==> src/sv/sle_pkg.sv <==
package sle_pkg;

    typedef enum logic [3:0] {
        M_IDLE    = 4'd0,
        M_NORMAL  = 4'd1,
        M_ESC     = 4'd2,
        M_EOL     = 4'd3,
        M_HEX1    = 4'd4,
        M_HEX2    = 4'd5,
        M_UBRACE  = 4'd6,
        M_UFIRST  = 4'd7,
        M_UDIGITS = 4'd8,
        M_ZSKIP   = 4'd9,
        M_DEC     = 4'd10
    } mode_t;

    typedef enum logic [1:0] {
        K_DATA       = 2'd0,
        K_END        = 2'd1,
        K_BADESC     = 2'd2,
        K_UNFINISHED = 2'd3
    } kind_t;

    localparam int QDEPTH = 4;
    localparam int QAW    = $clog2(QDEPTH);

    localparam logic [7:0] CH_BEL   = 8'h07;
    localparam logic [7:0] CH_BS    = 8'h08;
    localparam logic [7:0] CH_TAB   = 8'h09;
    localparam logic [7:0] CH_LF    = 8'h0a;
    localparam logic [7:0] CH_VT    = 8'h0b;
    localparam logic [7:0] CH_FF    = 8'h0c;
    localparam logic [7:0] CH_CR    = 8'h0d;
    localparam logic [7:0] CH_SPACE = 8'h20;
    localparam logic [7:0] CH_DQ    = 8'h22;
    localparam logic [7:0] CH_SQ    = 8'h27;
    localparam logic [7:0] CH_BSL   = 8'h5c;
    localparam logic [7:0] CH_LA    = 8'h61;
    localparam logic [7:0] CH_LB    = 8'h62;
    localparam logic [7:0] CH_LF_F  = 8'h66;
    localparam logic [7:0] CH_LN    = 8'h6e;
    localparam logic [7:0] CH_LR    = 8'h72;
    localparam logic [7:0] CH_LT    = 8'h74;
    localparam logic [7:0] CH_LU    = 8'h75;
    localparam logic [7:0] CH_LV    = 8'h76;
    localparam logic [7:0] CH_LX    = 8'h78;
    localparam logic [7:0] CH_LZ    = 8'h7a;
    localparam logic [7:0] CH_LBRACE = 8'h7b;
    localparam logic [7:0] CH_RBRACE = 8'h7d;
    localparam logic [7:0] CH_0     = 8'h30;
    localparam logic [7:0] CH_9     = 8'h39;

    localparam logic [20:0] UNI_LIMIT = 21'h110000;

    typedef struct packed {
        logic [7:0] in_byte;
        logic       end_of_input;
    } in_item_t;

    typedef struct packed {
        logic [7:0] out_byte;
        kind_t      kind;
        logic       last;
    } out_item_t;

    // results of one input item, val/knd[0] first
    typedef struct packed {
        logic [2:0]      cnt;
        logic [3:0][7:0] val;
        logic [3:0][1:0] knd;
    } grp_t;

    typedef struct packed {
        logic full;
        logic empty;
    } q_stat_t;

    function automatic grp_t grp_put(grp_t g, logic [7:0] b, kind_t k);
        grp_t r;
        r = g;
        if (g.cnt < 3'd4)
        begin
            r.val[g.cnt[1:0]] = b;
            r.knd[g.cnt[1:0]] = k;
            r.cnt = g.cnt + 3'd1;
        end
        return r;
    endfunction

    // {ok, value}
    function automatic logic [4:0] hex_val(logic [7:0] c);
        logic [4:0] r;
        r = 5'd0;
        if (c >= 8'h30 && c <= 8'h39)
            r = {1'b1, c[3:0]};
        else if ((c >= 8'h61 && c <= 8'h66) || (c >= 8'h41 && c <= 8'h46))
            r = {1'b1, c[3:0] + 4'd9};
        return r;
    endfunction

    function automatic logic is_eol(logic [7:0] c);
        return (c == CH_LF) || (c == CH_CR);
    endfunction

    function automatic logic is_space(logic [7:0] c);
        return (c == CH_SPACE) || (c == CH_TAB) || (c == CH_LF) || (c == CH_VT)
            || (c == CH_FF) || (c == CH_CR);
    endfunction

endpackage

==> src/sv/string_literal_escape_decoder.sv <==
// Each accepted item's results are written to the group queue, then loaded into the output register.
// Throughput: one input item per cycle while the queue is not full; results leave one per
// cycle unless out_ready stalls them, one result at a time (4-deep group queue).
// Reset: asynchronous, active low; decoder idle awaiting a delimiter,
// delimiter and escape state cleared, queue and output register empty.
module string_literal_escape_decoder (
    input  logic               clk,
    input  logic               rst_n,
    input  logic               in_valid,
    output logic               in_ready,
    input  sle_pkg::in_item_t  in_data,
    output logic               out_valid,
    input  logic               out_ready,
    output sle_pkg::out_item_t out_data
);

    sle_pkg::grp_t    push_grp;
    sle_pkg::grp_t    head;
    sle_pkg::q_stat_t q_stat;
    logic             push;
    logic             pop;

    sle_front u_front (
        .clk      (clk),
        .rst_n    (rst_n),
        .in_valid (in_valid),
        .in_ready (in_ready),
        .in_data  (in_data),
        .q_stat   (q_stat),
        .push     (push),
        .push_grp (push_grp)
    );

    sle_queue u_queue (
        .clk      (clk),
        .rst_n    (rst_n),
        .push     (push),
        .push_grp (push_grp),
        .pop      (pop),
        .head     (head),
        .q_stat   (q_stat)
    );

    sle_back u_back (
        .clk       (clk),
        .rst_n     (rst_n),
        .head      (head),
        .q_stat    (q_stat),
        .pop       (pop),
        .out_valid (out_valid),
        .out_ready (out_ready),
        .out_data  (out_data)
    );

    a_no_push_full: assert property (@(posedge clk) disable iff (!rst_n)
        push |-> !q_stat.full)
        else $error("push into full queue");

    a_no_pop_empty: assert property (@(posedge clk) disable iff (!rst_n)
        pop |-> !q_stat.empty)
        else $error("pop from empty queue");

    a_ctrl_is_last: assert property (@(posedge clk) disable iff (!rst_n)
        (out_valid && out_data.kind != sle_pkg::K_DATA) |-> out_data.last)
        else $error("end or error result not marked last");

    a_group_nonempty: assert property (@(posedge clk) disable iff (!rst_n)
        push |-> (push_grp.cnt != 3'd0 && push_grp.cnt <= 3'd4))
        else $error("bad result count");

endmodule

==> src/sv/sle_front.sv <==
module sle_front (
    input  logic              clk,
    input  logic              rst_n,
    input  logic              in_valid,
    output logic              in_ready,
    input  sle_pkg::in_item_t in_data,
    input  sle_pkg::q_stat_t  q_stat,
    output logic              push,
    output sle_pkg::grp_t     push_grp
);

    sle_pkg::mode_t mode_reg, mode_next;
    logic [7:0]     delim_reg, delim_next;
    logic [20:0]    acc_reg, acc_next;
    logic [1:0]     dcnt_reg, dcnt_next;
    logic [7:0]     prior_reg, prior_next;

    logic accept;

    assign in_ready = !q_stat.full;
    assign accept   = in_valid && in_ready;
    assign push     = accept && (push_grp.cnt != 3'd0);

    always_ff @(posedge clk or negedge rst_n)
    begin
        if (!rst_n)
        begin
            mode_reg  <= sle_pkg::M_IDLE;
            delim_reg <= 8'd0;
            acc_reg   <= 21'd0;
            dcnt_reg  <= 2'd0;
            prior_reg <= 8'd0;
        end
        else if (accept)
        begin
            mode_reg  <= mode_next;
            delim_reg <= delim_next;
            acc_reg   <= acc_next;
            dcnt_reg  <= dcnt_next;
            prior_reg <= prior_next;
        end
    end

    always_comb
    begin
        sle_pkg::grp_t g;
        logic [7:0]    c;
        logic          eof;
        logic [4:0]    hv;
        logic [24:0]   uni_v;
        logic [9:0]    dec_v;
        logic          is_digit;
        logic          do_plain;
        logic          go_idle;

        c        = in_data.in_byte;
        eof      = in_data.end_of_input;
        hv       = eof ? 5'd0 : sle_pkg::hex_val(c);
        uni_v    = {acc_reg, 4'd0} | {21'd0, hv[3:0]};
        dec_v    = {3'd0, acc_reg[6:0]} * 10'd10 + {6'd0, c[3:0]};
        is_digit = !eof && (c >= sle_pkg::CH_0) && (c <= sle_pkg::CH_9);
        g        = '0;
        do_plain = 1'b0;
        go_idle  = 1'b0;

        mode_next  = mode_reg;
        delim_next = delim_reg;
        acc_next   = acc_reg;
        dcnt_next  = dcnt_reg;
        prior_next = prior_reg;

        unique case (mode_reg)
            sle_pkg::M_NORMAL:
                do_plain = 1'b1;
            sle_pkg::M_ESC:
            begin
                if (eof)
                begin
                    g = sle_pkg::grp_put(g, 8'd0, sle_pkg::K_UNFINISHED);
                    go_idle = 1'b1;
                end
                else
                begin
                    mode_next = sle_pkg::M_NORMAL;
                    if (c == sle_pkg::CH_LA)
                        g = sle_pkg::grp_put(g, sle_pkg::CH_BEL, sle_pkg::K_DATA);
                    else if (c == sle_pkg::CH_LB)
                        g = sle_pkg::grp_put(g, sle_pkg::CH_BS, sle_pkg::K_DATA);
                    else if (c == sle_pkg::CH_LF_F)
                        g = sle_pkg::grp_put(g, sle_pkg::CH_FF, sle_pkg::K_DATA);
                    else if (c == sle_pkg::CH_LN)
                        g = sle_pkg::grp_put(g, sle_pkg::CH_LF, sle_pkg::K_DATA);
                    else if (c == sle_pkg::CH_LR)
                        g = sle_pkg::grp_put(g, sle_pkg::CH_CR, sle_pkg::K_DATA);
                    else if (c == sle_pkg::CH_LT)
                        g = sle_pkg::grp_put(g, sle_pkg::CH_TAB, sle_pkg::K_DATA);
                    else if (c == sle_pkg::CH_LV)
                        g = sle_pkg::grp_put(g, sle_pkg::CH_VT, sle_pkg::K_DATA);
                    else if (c == sle_pkg::CH_BSL || c == sle_pkg::CH_DQ
                             || c == sle_pkg::CH_SQ)
                        g = sle_pkg::grp_put(g, c, sle_pkg::K_DATA);
                    else if (c == sle_pkg::CH_LX)
                        mode_next = sle_pkg::M_HEX1;
                    else if (c == sle_pkg::CH_LU)
                        mode_next = sle_pkg::M_UBRACE;
                    else if (c == sle_pkg::CH_LZ)
                        mode_next = sle_pkg::M_ZSKIP;
                    else if (sle_pkg::is_eol(c))
                    begin
                        g = sle_pkg::grp_put(g, sle_pkg::CH_LF, sle_pkg::K_DATA);
                        prior_next = c;
                        mode_next  = sle_pkg::M_EOL;
                    end
                    else if (is_digit)
                    begin
                        acc_next  = {17'd0, c[3:0]};
                        dcnt_next = 2'd1;
                        mode_next = sle_pkg::M_DEC;
                    end
                    else
                    begin
                        g = sle_pkg::grp_put(g, 8'd0, sle_pkg::K_BADESC);
                        go_idle = 1'b1;
                    end
                end
            end
            sle_pkg::M_EOL:
            begin
                prior_next = 8'd0;
                if (!eof && sle_pkg::is_eol(c) && c != prior_reg)
                    mode_next = sle_pkg::M_NORMAL;
                else
                    do_plain = 1'b1;
            end
            sle_pkg::M_HEX1:
            begin
                if (!hv[4])
                begin
                    g = sle_pkg::grp_put(g, 8'd0, sle_pkg::K_BADESC);
                    go_idle = 1'b1;
                end
                else
                begin
                    acc_next  = {17'd0, hv[3:0]};
                    mode_next = sle_pkg::M_HEX2;
                end
            end
            sle_pkg::M_HEX2:
            begin
                if (!hv[4])
                begin
                    g = sle_pkg::grp_put(g, 8'd0, sle_pkg::K_BADESC);
                    go_idle = 1'b1;
                end
                else
                begin
                    g = sle_pkg::grp_put(g, {acc_reg[3:0], hv[3:0]}, sle_pkg::K_DATA);
                    acc_next  = 21'd0;
                    mode_next = sle_pkg::M_NORMAL;
                end
            end
            sle_pkg::M_UBRACE:
            begin
                if (!eof && c == sle_pkg::CH_LBRACE)
                    mode_next = sle_pkg::M_UFIRST;
                else
                begin
                    g = sle_pkg::grp_put(g, 8'd0, sle_pkg::K_BADESC);
                    go_idle = 1'b1;
                end
            end
            sle_pkg::M_UFIRST, sle_pkg::M_UDIGITS:
            begin
                if (mode_reg == sle_pkg::M_UDIGITS && !eof && c == sle_pkg::CH_RBRACE)
                begin
                    if (acc_reg < 21'h80)
                        g = sle_pkg::grp_put(g, acc_reg[7:0], sle_pkg::K_DATA);
                    else if (acc_reg < 21'h800)
                    begin
                        g = sle_pkg::grp_put(g, {3'b110, acc_reg[10:6]}, sle_pkg::K_DATA);
                        g = sle_pkg::grp_put(g, {2'b10, acc_reg[5:0]}, sle_pkg::K_DATA);
                    end
                    else if (acc_reg < 21'h10000)
                    begin
                        if (acc_reg[15:11] == 5'b11011)
                        begin
                            g = sle_pkg::grp_put(g, 8'd0, sle_pkg::K_BADESC);
                            go_idle = 1'b1;
                        end
                        else
                        begin
                            g = sle_pkg::grp_put(g, {4'b1110, acc_reg[15:12]},
                                                 sle_pkg::K_DATA);
                            g = sle_pkg::grp_put(g, {2'b10, acc_reg[11:6]}, sle_pkg::K_DATA);
                            g = sle_pkg::grp_put(g, {2'b10, acc_reg[5:0]}, sle_pkg::K_DATA);
                        end
                    end
                    else
                    begin
                        g = sle_pkg::grp_put(g, {5'b11110, acc_reg[20:18]}, sle_pkg::K_DATA);
                        g = sle_pkg::grp_put(g, {2'b10, acc_reg[17:12]}, sle_pkg::K_DATA);
                        g = sle_pkg::grp_put(g, {2'b10, acc_reg[11:6]}, sle_pkg::K_DATA);
                        g = sle_pkg::grp_put(g, {2'b10, acc_reg[5:0]}, sle_pkg::K_DATA);
                    end
                    if (!go_idle)
                    begin
                        mode_next = sle_pkg::M_NORMAL;
                        acc_next  = 21'd0;
                    end
                end
                else if (!hv[4] || uni_v >= {4'd0, sle_pkg::UNI_LIMIT})
                begin
                    g = sle_pkg::grp_put(g, 8'd0, sle_pkg::K_BADESC);
                    go_idle = 1'b1;
                end
                else
                begin
                    acc_next  = uni_v[20:0];
                    mode_next = sle_pkg::M_UDIGITS;
                end
            end
            sle_pkg::M_ZSKIP:
            begin
                if (eof || !sle_pkg::is_space(c))
                    do_plain = 1'b1;
            end
            sle_pkg::M_DEC:
            begin
                if (is_digit)
                begin
                    if (dcnt_reg >= 2'd2)
                    begin
                        if (dec_v > 10'd255)
                        begin
                            g = sle_pkg::grp_put(g, 8'd0, sle_pkg::K_BADESC);
                            go_idle = 1'b1;
                        end
                        else
                        begin
                            g = sle_pkg::grp_put(g, dec_v[7:0], sle_pkg::K_DATA);
                            acc_next  = 21'd0;
                            dcnt_next = 2'd0;
                            mode_next = sle_pkg::M_NORMAL;
                        end
                    end
                    else
                    begin
                        acc_next  = {11'd0, dec_v};
                        dcnt_next = 2'd2;
                    end
                end
                else
                begin
                    g = sle_pkg::grp_put(g, acc_reg[7:0], sle_pkg::K_DATA);
                    acc_next  = 21'd0;
                    dcnt_next = 2'd0;
                    do_plain  = 1'b1;
                end
            end
            default:
            begin
                go_idle = 1'b1;
                if (!eof)
                    delim_next = c;
            end
        endcase

        // unescaped byte inside the literal
        if (do_plain)
        begin
            mode_next = sle_pkg::M_NORMAL;
            if (!eof && c == delim_reg)
            begin
                g = sle_pkg::grp_put(g, 8'd0, sle_pkg::K_END);
                go_idle = 1'b1;
            end
            else if (eof || sle_pkg::is_eol(c))
            begin
                g = sle_pkg::grp_put(g, 8'd0, sle_pkg::K_UNFINISHED);
                go_idle = 1'b1;
            end
            else if (c == sle_pkg::CH_BSL)
                mode_next = sle_pkg::M_ESC;
            else
                g = sle_pkg::grp_put(g, c, sle_pkg::K_DATA);
        end

        if (go_idle)
        begin
            mode_next  = sle_pkg::M_IDLE;
            acc_next   = 21'd0;
            dcnt_next  = 2'd0;
            prior_next = 8'd0;
        end

        // opening delimiter
        if (mode_reg == sle_pkg::M_IDLE && !eof)
            mode_next = sle_pkg::M_NORMAL;

        push_grp = g;
    end

endmodule

==> src/sv/sle_queue.sv <==
module sle_queue (
    input  logic             clk,
    input  logic             rst_n,
    input  logic             push,
    input  sle_pkg::grp_t    push_grp,
    input  logic             pop,
    output sle_pkg::grp_t    head,
    output sle_pkg::q_stat_t q_stat
);

    sle_pkg::grp_t              slot_reg [sle_pkg::QDEPTH];
    logic [sle_pkg::QAW-1:0]    wr_ptr_reg, wr_ptr_next;
    logic [sle_pkg::QAW-1:0]    rd_ptr_reg, rd_ptr_next;
    logic [sle_pkg::QAW:0]      count_reg, count_next;

    always_ff @(posedge clk)
    begin
        if (push)
            slot_reg[wr_ptr_reg] <= push_grp;
    end

    always_ff @(posedge clk or negedge rst_n)
    begin
        if (!rst_n)
        begin
            wr_ptr_reg <= '0;
            rd_ptr_reg <= '0;
            count_reg  <= '0;
        end
        else
        begin
            wr_ptr_reg <= wr_ptr_next;
            rd_ptr_reg <= rd_ptr_next;
            count_reg  <= count_next;
        end
    end

    always_comb
    begin
        wr_ptr_next = push ? wr_ptr_reg + 1'b1 : wr_ptr_reg;
        rd_ptr_next = pop ? rd_ptr_reg + 1'b1 : rd_ptr_reg;
        count_next  = count_reg;
        if (push && !pop)
            count_next = count_reg + 1'b1;
        else if (pop && !push)
            count_next = count_reg - 1'b1;
    end

    assign head         = slot_reg[rd_ptr_reg];
    assign q_stat.full  = (count_reg == (sle_pkg::QAW+1)'(sle_pkg::QDEPTH));
    assign q_stat.empty = (count_reg == '0);

endmodule

==> src/sv/sle_back.sv <==
module sle_back (
    input  logic               clk,
    input  logic               rst_n,
    input  sle_pkg::grp_t      head,
    input  sle_pkg::q_stat_t   q_stat,
    output logic               pop,
    output logic               out_valid,
    input  logic               out_ready,
    output sle_pkg::out_item_t out_data
);

    logic               out_valid_reg, out_valid_next;
    sle_pkg::out_item_t out_data_reg, out_data_next;
    logic [1:0]         idx_reg, idx_next;
    logic               load;
    logic               at_last;

    assign load    = !q_stat.empty && (!out_valid_reg || out_ready);
    assign at_last = ({1'b0, idx_reg} == head.cnt - 3'd1);
    assign pop     = load && at_last;

    always_ff @(posedge clk or negedge rst_n)
    begin
        if (!rst_n)
        begin
            out_valid_reg <= 1'b0;
            idx_reg       <= 2'd0;
        end
        else
        begin
            out_valid_reg <= out_valid_next;
            idx_reg       <= idx_next;
        end
    end

    always_ff @(posedge clk)
    begin
        out_data_reg <= out_data_next;
    end

    always_comb
    begin
        out_valid_next = out_valid_reg;
        out_data_next  = out_data_reg;
        idx_next       = idx_reg;
        if (load)
        begin
            out_valid_next         = 1'b1;
            out_data_next.out_byte = head.val[idx_reg];
            out_data_next.kind     = sle_pkg::kind_t'(head.knd[idx_reg]);
            out_data_next.last     = at_last;
            idx_next               = at_last ? 2'd0 : idx_reg + 2'd1;
        end
        else if (out_ready)
            out_valid_next = 1'b0;
    end

    assign out_valid = out_valid_reg;
    assign out_data  = out_data_reg;

endmodule

==> config.mk <==
export PLATFORM = sky130hd
export DESIGN_NAME = string_literal_escape_decoder
export DESIGN_NICKNAME = d
export VERILOG_FILES = /design/src/sv/sle_pkg.sv /design/src/sv/string_literal_escape_decoder.sv /design/src/sv/sle_front.sv /design/src/sv/sle_queue.sv /design/src/sv/sle_back.sv
export SDC_FILE = /design/constraint.sdc
export NUM_CORES = 1
export LEC_CHECK = 0
export ABC_AREA = 1
export BUFFER_PORTS_ARGS = -buffer_cell sky130_fd_sc_hd__clkbuf_2
export CAP_MARGIN = 10
export CORE_AREA = 2 2 163 165
export DETAILED_ROUTE_END_ITERATION = 12
export DIE_AREA = 0 0 165 167
export GPL_TIMING_DRIVEN = 0
export SLEW_MARGIN = 20
export SYNTH_ARGS = -nofsm -noshare
export SYNTH_HDL_FRONTEND = slang
export SYNTH_SLANG_ARGS = --single-unit
==> constraint.sdc <==
create_clock -name clk -period 8.3 [get_ports clk]
set_clock_uncertainty 0.15 [all_clocks]
set_input_delay 0.83 -clock clk [delete_from_list [all_inputs] [get_ports clk]]
set_output_delay 0.83 -clock clk [all_outputs]
set_load 0.02 [all_outputs]
==> results of run 1 <==
[how the worst min path moves through the flow]
stage | slack [ps] | endpoint | depth (start not counted)
6_report | 100 | u_front.delim_reg[7]$_DFFE_PN0P_ | 1
4_1_cts | 100 | u_front.prior_reg[2]$_DFFE_PN0P_ | 1
2_1_floorplan | 300 | u_front.delim_reg[5]$_DFFE_PN0P_ | 2
3_3_place_gp | 320 | u_front.delim_reg[5]$_DFFE_PN0P_ | 2
5_1_grt | 110 | u_front.prior_reg[2]$_DFFE_PN0P_ | 1
3_5_place_dp | 340 | u_front.delim_reg[5]$_DFFE_PN0P_ | 2
[power groups by stage]
stage	sequential, uW	combinational [uW]	clock [uW]
4_1_cts	1710	1920	1090
5_1_grt	1740	2100	1140
3_5_place_dp	1740	1910	0
3_3_place_gp	1760	1810	0
2_1_floorplan	1760	1190	0
6_report	1720	1910	1070
[worst reg2reg max path, cell delays in order, from the launching register on]
cell	delay, ps
dfrtp_1	430
nor2_1	180
nand4_2	260
nor2_1	460
clkinv_1	380
nor2_1	310
inv_1	100
ha_1	280
nand2_1	70
a31o_2	210
nand2_1	50
nand2_1	150
nand3_2	150
nand2_2	170
inv_1	110
ha_1	140
inv_1	70
fa_1	430
a21oi_1	160
o21ai_0	130
xnor2_1	140
[cell families after synthesis]
group	count (synthesis)	share of synthesized area
xor+xnor	21	0.01452
buf+inv	185	0.05817
compound gates	309	0.1535
simple gates	591	0.2049
fa+ha+maj	31	0.03240
flops	235	0.5365
[per-stage QoR]
stage | power [uW] | setup WS, ps | cells | hold WS [ps]
2_1_floorplan | 2951 | 2652 | 1372 | 303.0
3_3_place_gp | 3565 | 132.7 | 1730 | 318.5
3_5_place_dp | 3644 | 2531 | 1739 | 335.8
4_1_cts | 4715 | 3079 | 1784 | 103.1
5_1_grt | 4983 | 2691 | 1784 | 109.3
6_report | 4693 | 3017 | 1784 | 95.25
[cells in the final DEF, fill, tap and decap left out, drive strengths merged, types with 11 or more instances in the layout]
cell / count
o221ai: 35
xnor2: 11
clkbuf: 89
edfxtp: 183
clkinv: 12
nand2: 263
nor2: 220
dfrtp: 52
a21oi: 35
o211ai: 22
o22ai: 24
nand4: 22
o21ai: 136
buf: 27
inv: 130
nand3: 69
o21bai: 21
ha: 28
[routing by layer]
| metal | vias up | part of all wire | GRT usage |
|---|---|---|---|
| li1 | 4918 | - | - |
| met4 | 0 | 0.039 | 0.1078 |
| met5 | - | 0 | 0 |
| met2 | 363 | 0.48 | 0.4580 |
| met1 | 4986 | 0.42 | 0.3793 |
| met3 | 95 | 0.059 | 0.03362 |
[cell type report]
class                      instances  share of cell area
sequential                       235              0.4775
multi-input combinational        952              0.3629
clock buffer                      32             0.04651
inverter                         133             0.03508
tap                              335             0.02945
timing repair buffer              32             0.02356
buffer                            52             0.01670
clock inverter                    13            0.008264
==> results by group, run 1 <==
Timing
  – Finish-stage setup viols: 0
  – Worst-Margin Slew: 971.5 ps
  – Max-slew violation count: 0
  – Final count of hold timing violations: 0
  – Slew headroom: 0.3524
  – Fin Setup TNS: 0 ps
  – F_max: 189.3 MHz
  – Tmin final: 5283 ps
  – Final worst path period share: 0.6365
  – RSZ-0062 raised after global routing: false

Clock network
  – Clock latency at the later pin of the worst-skew pair: 520 ps
  – Clock root cell: clkbuf_16
  – Sinks on Clock Net: 235
  – Post-CTS Setup Bufs: 0
  – Max Root-Sink Buffers: 3
  – Post-CTS Hold Buffers: 0
  – Total CTS buffers: 25
  – CTS H-Tree Depth: 1
  – Clock Pin Slew Worst Setup and Hold Paths: 60 ps
  – # resized after CTS: 0
  – CTS tree: built

Setup path
  – Critical path arrival: 5540 ps
  – Worst setup path endpoint: u_queue.count_reg[2]$_DFFE_PN0P_
  – Max incr delay on CP: 430 ps
  – Critical path type: in2reg
  – Origin of the worst setup path: in_data[2]
  – Crit. End Element: flip-flop
  – R2R depth: 20
  – Startpoint Class: input port
  – Top Family by Delay on Critical Path: simple AND/OR/NAND/NOR gates
  – Reg2Reg Setup Slack: 3670 ps
  – WP data required: 8560 ps
  – Crit. path cell count: 25
  – Crit path buffers/inverters: 8
  – R2R Path Start: u_front.acc_reg[20]$_DFFE_PN0P_
  – Crit path max fanout: 9
  – Most used cell, CP: inv_1
  – Slowest CP cell: fa_1
  – R2R Path End: u_queue.count_reg[2]$_DFFE_PN0P_

Synth
  – Post-Syn Area: 12,670 sq um
  – Ys async rst share: 0.2213
  – Synth Flop Type: edfxtp_1
  – Most common cell in the synthesized netlist: nand2_1
  – Syn nets: 1,416
  – Synth area leaders: edfxtp_1, dfrtp_1, nand2_1
  – Post-synth top area share: 0.4338
  – Top cell type by total area after synthesis: edfxtp_1
  – Post-Syn Instances: 1,372
  – Average size of a mapped cell: 9.234 sq um
  – Synth cell types: 54
  – EDFF count, synth: 183
  – Yosys reg bits: 235
  – Synth top cells by count: nand2_1, nor2_1, edfxtp_1, o21ai_0, inv_1
  – Sequential-to-total area share from yosys stat: 0.5365
  – Synth warn: 0

GRT
  – Gr usage total: 0.2794
  – First-pass GRT wire length: 58,820 microns
  – Vias in the first global route: 10.14k
  – Largest net degree at the start of global routing: 30
  – Initial antenna violation count: 1
  – GR Overflow Total: 0

Layout
  – Nets@finish: 1,475
  – Final instance area: 14,230 sq um
  – Fill cells: 2,393
  – N_diodes: 0
  – Largest register FFs: 172
  – Ratio of cells with drive above 1 in the final layout: 0.1042
  – Area Overhead vs Synth: 12.35%
  – Multi-input gate area: 5165 sq um
  – Finished Core Util: 0.5524
  – Register area: 6797 sq um

Place
  – Count of buffers from port buffering: 23
  – Hpwl dp: 27,860 microns
  – RePlAce Congestion: 0.9683
  – Post-DP Area: 13,450 sq um

Min path
  – Worst Hold Class: in2async

Floorplan
  – Core area: 25,760 sq um
  – Die height: 167 microns
  – Row cnt: 59
  – I/O pin total: 26
  – Initial core utilization: 0.4917
  – Die width: 165 microns
  – Die ar.: 27,560 sq um

Run status
  – Status: finished clean

Power
  – Reg power frac: 0.366
  – Power Internal: 2797 uW
  – Combinational power share: 0.407
  – PwrDens: 329.8 nW/um^2
  – P_leak: 0.005741 uW
  – NetSw: 1896 uW
  – Clk pwr share: 0.228
  – Peak supply drop: 0.0002285 V
  – Switching share of power: 0.4040

Routing
  – Routed vias/inst: 5.808
  – Detail-routed net length per standard cell: 20.96 microns
  – Final WL: 37,390 microns
  – Initial drt markers: 1,101
  – DR vias: 10.36k
  – DR DRC count: 0
  – Drt first pass iters: 7
  – Final antenna-violating net count: 0

Run
  – # Max-Cap Violations: 0
Power figures use the tool's default switching activity.
==> run 2, diff against run 1 <==
Settings changed: ABC_AREA 1 to 0, CORE_AREA 2 2 163 165 to 2 2 160 162, DIE_AREA 0 0 165 167 to 0 0 162 164, PLACE_DENSITY from default to 0.68.
Clock period 8.3 ns to 4.5 ns, I/O delays scaled along.
==> results by group, run 2 <==
Timing
  – Max-slew violation count: 0
  – RSZ-0062 raised after global routing: false
  – Hold WS: 186.3 ps
  – Finish-stage setup viols: 0
  – Worst-Margin Slew: 983.4 ps
  – Final worst path period share: 0.9600
  – Slew headroom: 0.3444
  – Final count of hold timing violations: 0
  – F_max: 231.5 MHz
  – Tmin final: 4320 ps

Power
  – Peak supply drop: 0.0002958 V
  – NetSw: 2493 uW
  – Switching share of power: 0.3321
  – Combinational power share: 0.339
  – P_leak: 0.004959 uW
  – PwrDens: 544.9 nW/um^2
  – Reg power frac: 0.405
  – Power Internal: 5015 uW
  – Clk pwr share: 0.257

Layout
  – Multi-input gate area: 5197 sq um
  – Commonest non-fill, non-tap cell in the layout: edfxtp_1
  – Final instance area: 13,780 sq um
  – Post-Layout Cell Count: 1,326
  – Largest register FFs: 172
  – Most frequent cells in the layout: edfxtp_1, nor2_1, nand2_1
  – N_diodes: 0
  – Finished Core Util: 0.5552
  – Ratio of cells with drive above 1 in the final layout: 0.2139
  – Area Overhead vs Synth: 12.98%
  – Nets@finish: 1,023
  – Fill cells: 2,087
  – Register area: 6799 sq um

Synth
  – Synth area leaders: edfxtp_1, dfrtp_1, mux4_2
  – Post-synth top area share: 0.4506
  – Sequential-to-total area share from yosys stat: 0.5573
  – Synth warn: 0
  – Ys async rst share: 0.2213
  – Post-Syn Area: 12,200 sq um
  – Synth Flop Type: edfxtp_1
  – Top cell type by total area after synthesis: edfxtp_1
  – Synth top cells by count: edfxtp_1, nor2_1, nand2_1, mux4_2, dfrtp_1
  – Post-Syn Instances: 922
  – Syn nets: 966
  – EDFF count, synth: 183
  – Average size of a mapped cell: 13.23 sq um
  – Most common cell in the synthesized netlist: edfxtp_1
  – Synth cell types: 91
  – Yosys reg bits: 235

GRT
  – GR Overflow Total: 0
  – Largest net degree at the start of global routing: 44
  – Initial antenna violation count: 0
  – First-pass GRT wire length: 48,040 microns
  – Vias in the first global route: 8,423
  – Gr usage total: 0.2357

Routing
  – M1 WL: 13,070 microns
  – DR DRC count: 0
  – Met3 wire length: 2064 microns
  – Final WL: 30,740 microns
  – Initial drt markers: 817
  – DR vias: 8,447
  – Top layer in use: met4
  – Routed vias/inst: 6.370
  – Met2 WL: 14,730 microns
  – Final antenna-violating net count: 0
  – Drt first pass iters: 7
  – Detail-routed net length per standard cell: 23.18 microns

Clock network
  – Clock latency at the later pin of the worst-skew pair: 520 ps
  – Sinks on Clock Net: 235
  – Total CTS buffers: 24
  – Clock root cell: clkbuf_16
  – Clock Pin Slew Worst Setup and Hold Paths: 60 ps
  – CTS H-Tree Depth: 1
  – CTS tree: built
  – Max Root-Sink Buffers: 3

Floorplan
  – Die ar.: 26,570 sq um
  – Die width: 162 microns
  – Row cnt: 58
  – Core area: 24,820 sq um
  – Initial core utilization: 0.4914
  – Die height: 164 microns
  – I/O pin total: 26

Setup path
  – Critical path arrival: 4570 ps
  – Crit. End Element: flip-flop
  – Reg2Reg Setup Slack: 210 ps
  – Startpoint Class: input port
  – Critical path type: in2reg
  – R2R depth: 14
  – R2R Path End: u_queue.count_reg[1]$_DFFE_PN0P_
  – WP data required: 4750 ps
  – R2R Path Start: u_front.mode_reg[1]$_DFFE_PN0P_
  – Crit path max fanout: 10

Run
  – # Max-Cap Violations: 0

Run status
  – Status: finished clean

Place
  – Count of buffers from port buffering: 23
  – Placed insts: 1,277
  – RePlAce Congestion: 0.9177
  – Post-DP Area: 12,790 sq um
  – Hpwl dp: 21,100 microns

Min path
  – Worst Hold Class: in2async
## run 2: cell types whose count changed after synthesis, moves of 14 or more
cell,change
a22o_1,+24
and2_1,+14
inv_1,-85
inv_2,-16
mux4_2,+53
nand2_1,-183
nand3_1,-47
nor2_1,-134
nor3_1,+19
o21ai_0,-87
o21bai_1,-19
o221ai_1,-33
o22ai_1,-18
## run 2: final cells by class
type,count,share of cell area
timing repair buffer,34,0.01725
buffer,50,0.01907
clock inverter,12,0.009353
clock buffer,31,0.04550
inverter,28,0.008173
multi-input combinational,606,0.3772
tap,330,0.02997
sequential,235,0.4935
## run 2: cells by family after synthesis
| logic type | Yosys count | share of synthesized area |
|---|---|---|
| compound gates | 212 | 0.1340 |
| xor+xnor | 37 | 0.02657 |
| fa+ha+maj | 31 | 0.03365 |
| buf+inv | 81 | 0.02791 |
| flops | 235 | 0.5573 |
| mux | 65 | 0.1086 |
| simple gates | 261 | 0.1119 |
## run 2: power by group through the flow
| stage | registers (uW) | clock network, uW | logic (uW) |
|---|---|---|---|
| 6_report | 3040 | 1930 | 2540 |
| 5_1_grt | 3070 | 2040 | 2760 |
| 4_1_cts | 3010 | 1960 | 2530 |
| 3_5_place_dp | 3060 | 0 | 2510 |
| 3_3_place_gp | 3050 | 0 | 2460 |
| 2_1_floorplan | 3070 | 0 | 1750 |
## run 2: how the worst max path moves through the flow
stage | startpoint | endpoint | slack [ps] | cells after the start
after floorplan | in_data[1] | u_queue.count_reg[1]$_DFFE_PN0P_ | 30 | 16
after global placement | in_data[2] | u_queue.count_reg[1]$_DFFE_PN0P_ | -1030 | 20
after detailed placement | in_data[2] | u_queue.count_reg[1]$_DFFE_PN0P_ | -1080 | 20
after CTS | in_data[2] | u_queue.count_reg[1]$_DFFE_PN0P_ | -80 | 17
after global routing | in_data[1] | u_queue.count_reg[1]$_DFFE_PN0P_ | 20 | 18
final | in_data[1] | u_queue.count_reg[1]$_DFFE_PN0P_ | 180 | 18
## run 2: repair_timing
action / CTS / global route
resized for setup: 13 / 39
cloned: 0 / 0
hold buffers: 2 / 0
endpoints found under the setup margin: 207 / 234
hold endpoints to repair: 53 / 0
pin swaps: 1 / 6
setup buffers: 1 / 6
## run 2: worst max-delay path, cell delays in order
cell	delay (ps)
clkbuf_4	160
buf_12	150
clkinvlp_4	150
ha_2	220
o21ba_2	240
o211a_1	200
buf_4	180
a41oi_4	300
o211a_1	260
a211oi_4	60
ha_1	360
or4_1	540
mux2i_2	220
a21oi_4	110
ha_2	210
inv_1	70
fa_1	390
mux2_2	270
## run 2: through the flow
step / setup slack (ps) / setup TNS, ps / total power (uW)
global route: 19.64 / 0 / 7883
global placement: -1028 / -192500 / 5502
finish: 180.1 / 0 / 7508
CTS: -75.64 / -75.64 / 7501
floorplan: 28.49 / 0 / 4814
detailed placement: -1078 / -141260 / 5565
## run 2: per-layer routing
layer	up-vias	track usage
li1	3743	-
met1	4275	0.3196
met2	371	0.3938
met3	58	0.03611
met4	0	0.07683
met5	-	0
==> run 3, diff against run 2 <==
--- a/config.mk
+++ b/config.mk
@@ -9,9 +9,8 @@
 export BUFFER_PORTS_ARGS = -buffer_cell sky130_fd_sc_hd__clkbuf_2
 export CAP_MARGIN = 10
-export CORE_AREA = 2 2 160 162
+export CORE_AREA = 2 2 205 207
 export DETAILED_ROUTE_END_ITERATION = 12
-export DIE_AREA = 0 0 162 164
+export DIE_AREA = 0 0 207 209
 export GPL_TIMING_DRIVEN = 0
-export PLACE_DENSITY = 0.68
 export SLEW_MARGIN = 20
 export SYNTH_ARGS = -nofsm -noshare
==> constraint.sdc (replaced) <==
create_clock -name clk -period 5.5 [get_ports clk]
set_clock_uncertainty 0.15 [all_clocks]
set_input_delay 0.275 -clock clk [delete_from_list [all_inputs] [get_ports clk]]
set_output_delay 0.275 -clock clk [all_outputs]
set_load 0.02 [all_outputs]
==> results by group, run 3 (synthesis results as in run 2) <==
Floorplan
  – Core area: 41,290 sq um
  – I/O pin total: 26
  – Die width: 207 microns
  – Initial core utilization: 0.2954
  – Row cnt: 75
  – Die height: 209 microns
  – Die ar.: 43,260 sq um

Setup path
  – Crit path max fanout: 10
  – Startpoint Class: input port
  – Critical path arrival: 5410 ps
  – Crit-path cells: clkbuf_2, clkbuf_1, inv_1, ha_1, and2_0, clkbuf_1, and4_1, clkbuf_1, o21ai_0, o211a_1, a211oi_2, inv_1, ha_1, or4_1, mux2i_1, a21oi_2, ha_1, inv_1, fa_1, mux2_2
  – Slowest CP cell: or4_1
  – Max incr delay on CP: 510 ps
  – Crit. End Element: flip-flop
  – WP data required: 5770 ps
  – Top Family by Delay on Critical Path: buffers and inverters
  – Critical path type: in2reg
  – Crit path buffers/inverters: 7

GRT
  – Initial antenna violation count: 0
  – Largest net degree at the start of global routing: 44
  – First-pass GRT wire length: 50,640 microns
  – Gr usage total: 0.1489
  – GR Overflow Total: 0
  – Vias in the first global route: 8,323

Timing
  – Final worst path period share: 0.9343
  – Slew headroom: 0.3365
  – F_max: 194.6 MHz
  – Finish-stage setup viols: 0
  – Max-slew violation count: 0
  – Final count of hold timing violations: 0
  – RSZ-0062 raised after global routing: false
  – Fin worst setup slack: 361.1 ps
  – Worst-Margin Slew: 995.3 ps
  – Tmin final: 5139 ps

Layout
  – Nets@finish: 1,020
  – Most frequent cells in the layout: edfxtp_1, nor2_1, nand2_1
  – Register area: 6797 sq um
  – Fill cells: 4,074
  – Largest register FFs: 172
  – Multi-input gate area: 5077 sq um
  – Ratio of cells with drive above 1 in the final layout: 0.1815
  – Area Overhead vs Synth: 13.50%
  – Commonest non-fill, non-tap cell in the layout: edfxtp_1
  – N_diodes: 0

Power
  – Total power: 6152 uW
  – PwrDens: 444.4 nW/um^2
  – Clk pwr share: 0.264
  – Switching share of power: 0.3317
  – Power Internal: 4111 uW
  – Peak supply drop: 0.0002275 V
  – P_leak: 0.004928 uW
  – Reg power frac: 0.402
  – Combinational power share: 0.334
  – NetSw: 2041 uW

Clock network
  – CTS tree: built
  – Clock root cell: clkbuf_16
  – Sinks on Clock Net: 235
  – CTS H-Tree Depth: 1
  – Clock latency at the later pin of the worst-skew pair: 540 ps
  – Max Root-Sink Buffers: 3
  – Clock Pin Slew Worst Setup and Hold Paths: 60 ps
  – Total CTS buffers: 25

Routing
  – Drt first pass iters: 5
  – Final WL: 32,530 microns
  – Final antenna-violating net count: 0
  – DR DRC count: 0
  – Routed vias/inst: 5.428
  – Detail-routed net length per standard cell: 21.25 microns
  – Initial drt markers: 830
  – DR vias: 8,311

Run
  – # Max-Cap Violations: 0

Place
  – RePlAce Congestion: 0.9403
  – Setup slack at placement: -193.2 ps
  – Count of buffers from port buffering: 23
  – Hpwl dp: 22,920 microns

Min path
  – Worst Hold Class: in2async

Run status
  – Status: finished clean
==> run 3: changes by cell type in the layout (fill, tap and decap cells not counted), sizes merged <==
cell      delta
buf         -10
clkbuf       +4
clkinv       +4
clkinvlp     -4
inv          +2
==> run 3: final timing paths <==
| kind | start | endpoint | slack, ps | cells past startpoint |
|---|---|---|---|---|
| max | in_data[2] | u_queue.count_reg[1]$_DFFE_PN0P_ | 360 | 20 |
| min | rst_n | u_front.acc_reg[6]$_DFFE_PN0P_ | 50 | 2 |
| max reg2reg | u_front.mode_reg[1]$_DFFE_PN0P_ | u_queue.count_reg[1]$_DFFE_PN0P_ | 500 | 15 |
| min reg2reg | u_front.delim_reg[6]$_DFFE_PN0P_ | u_front.delim_reg[6]$_DFFE_PN0P_ | 350 | 2 |
| max in group asynchronous | rst_n | u_back.idx_reg[0]$_DFFE_PN0P_ | 4650 | 3 |
| min in group clk | in_valid | u_front.dcnt_reg[1]$_DFFE_PN0P_ | 140 | 3 |
==> run 3: worst reg2reg max path: stages (launching register included) <==
cell	delay, ps
dfrtp_1	470
nor4b_1	680
and4_1	270
clkbuf_1	290
o21ai_0	210
o211a_1	170
a211oi_2	410
inv_1	130
ha_1	270
or4_1	510
mux2i_1	170
a21oi_2	150
ha_1	270
inv_1	80
fa_1	380
mux2_2	260
==> run 3: per-stage QoR <==
| stage | cell area [sq um] | hold WS, ps | cells | util | TNS (ps) |
|---|---|---|---|---|---|
| after global routing | 13840 | 58.81 | 1531 | 0.3352 | 0 |
| final | 13840 | 50.02 | 1531 | 0.3352 | 0 |
| after detailed placement | 13030 | 76.99 | 1486 | 0.3157 | -325.5 |
| after CTS | 13840 | 51.88 | 1531 | 0.3351 | 0 |
| after floorplan | 12200 | -170.6 | 922 | - | 0 |
| after global placement | 12990 | 329.3 | 1484 | 0.3145 | -174220 |
==> run 3: per-layer routing <==
layer / GRT usage / part of all wire / vias up
li1: - / - / 3740
met2: 0.2451 / 0.48 / 269
met3: 0.01924 / 0.048 / 75
met5: 0 / 0 / -
met1: 0.2052 / 0.44 / 4227
met4: 0.04631 / 0.031 / 0
==> run 3: timing repair <==
item | 4_1_cts | 5_1_grt
setup buffers | 0 | 0
hold endpoints to repair | 53 | 0
resized for setup | 0 | 0
hold buffers | 2 | 0
==> run 3: layout make-up <==
type	instances	share of cell area
well taps	539	0.04872
clock inverters	14	0.009491
flip-flops and latches	235	0.4910
plain buffers	53	0.01717
clock buffers	29	0.04700
repair buffers	27	0.01220
multi-input cells	606	0.3668
inverters	28	0.007593
==> run 3: power by group through the flow <==
stage | registers [uW] | clock network, uW | logic (uW)
2_1_floorplan | 2510 | 0 | 1430
3_3_place_gp | 2510 | 0 | 2050
3_5_place_dp | 2510 | 0 | 2080
4_1_cts | 2470 | 1670 | 2090
5_1_grt | 2500 | 1730 | 2250
6_report | 2470 | 1630 | 2050
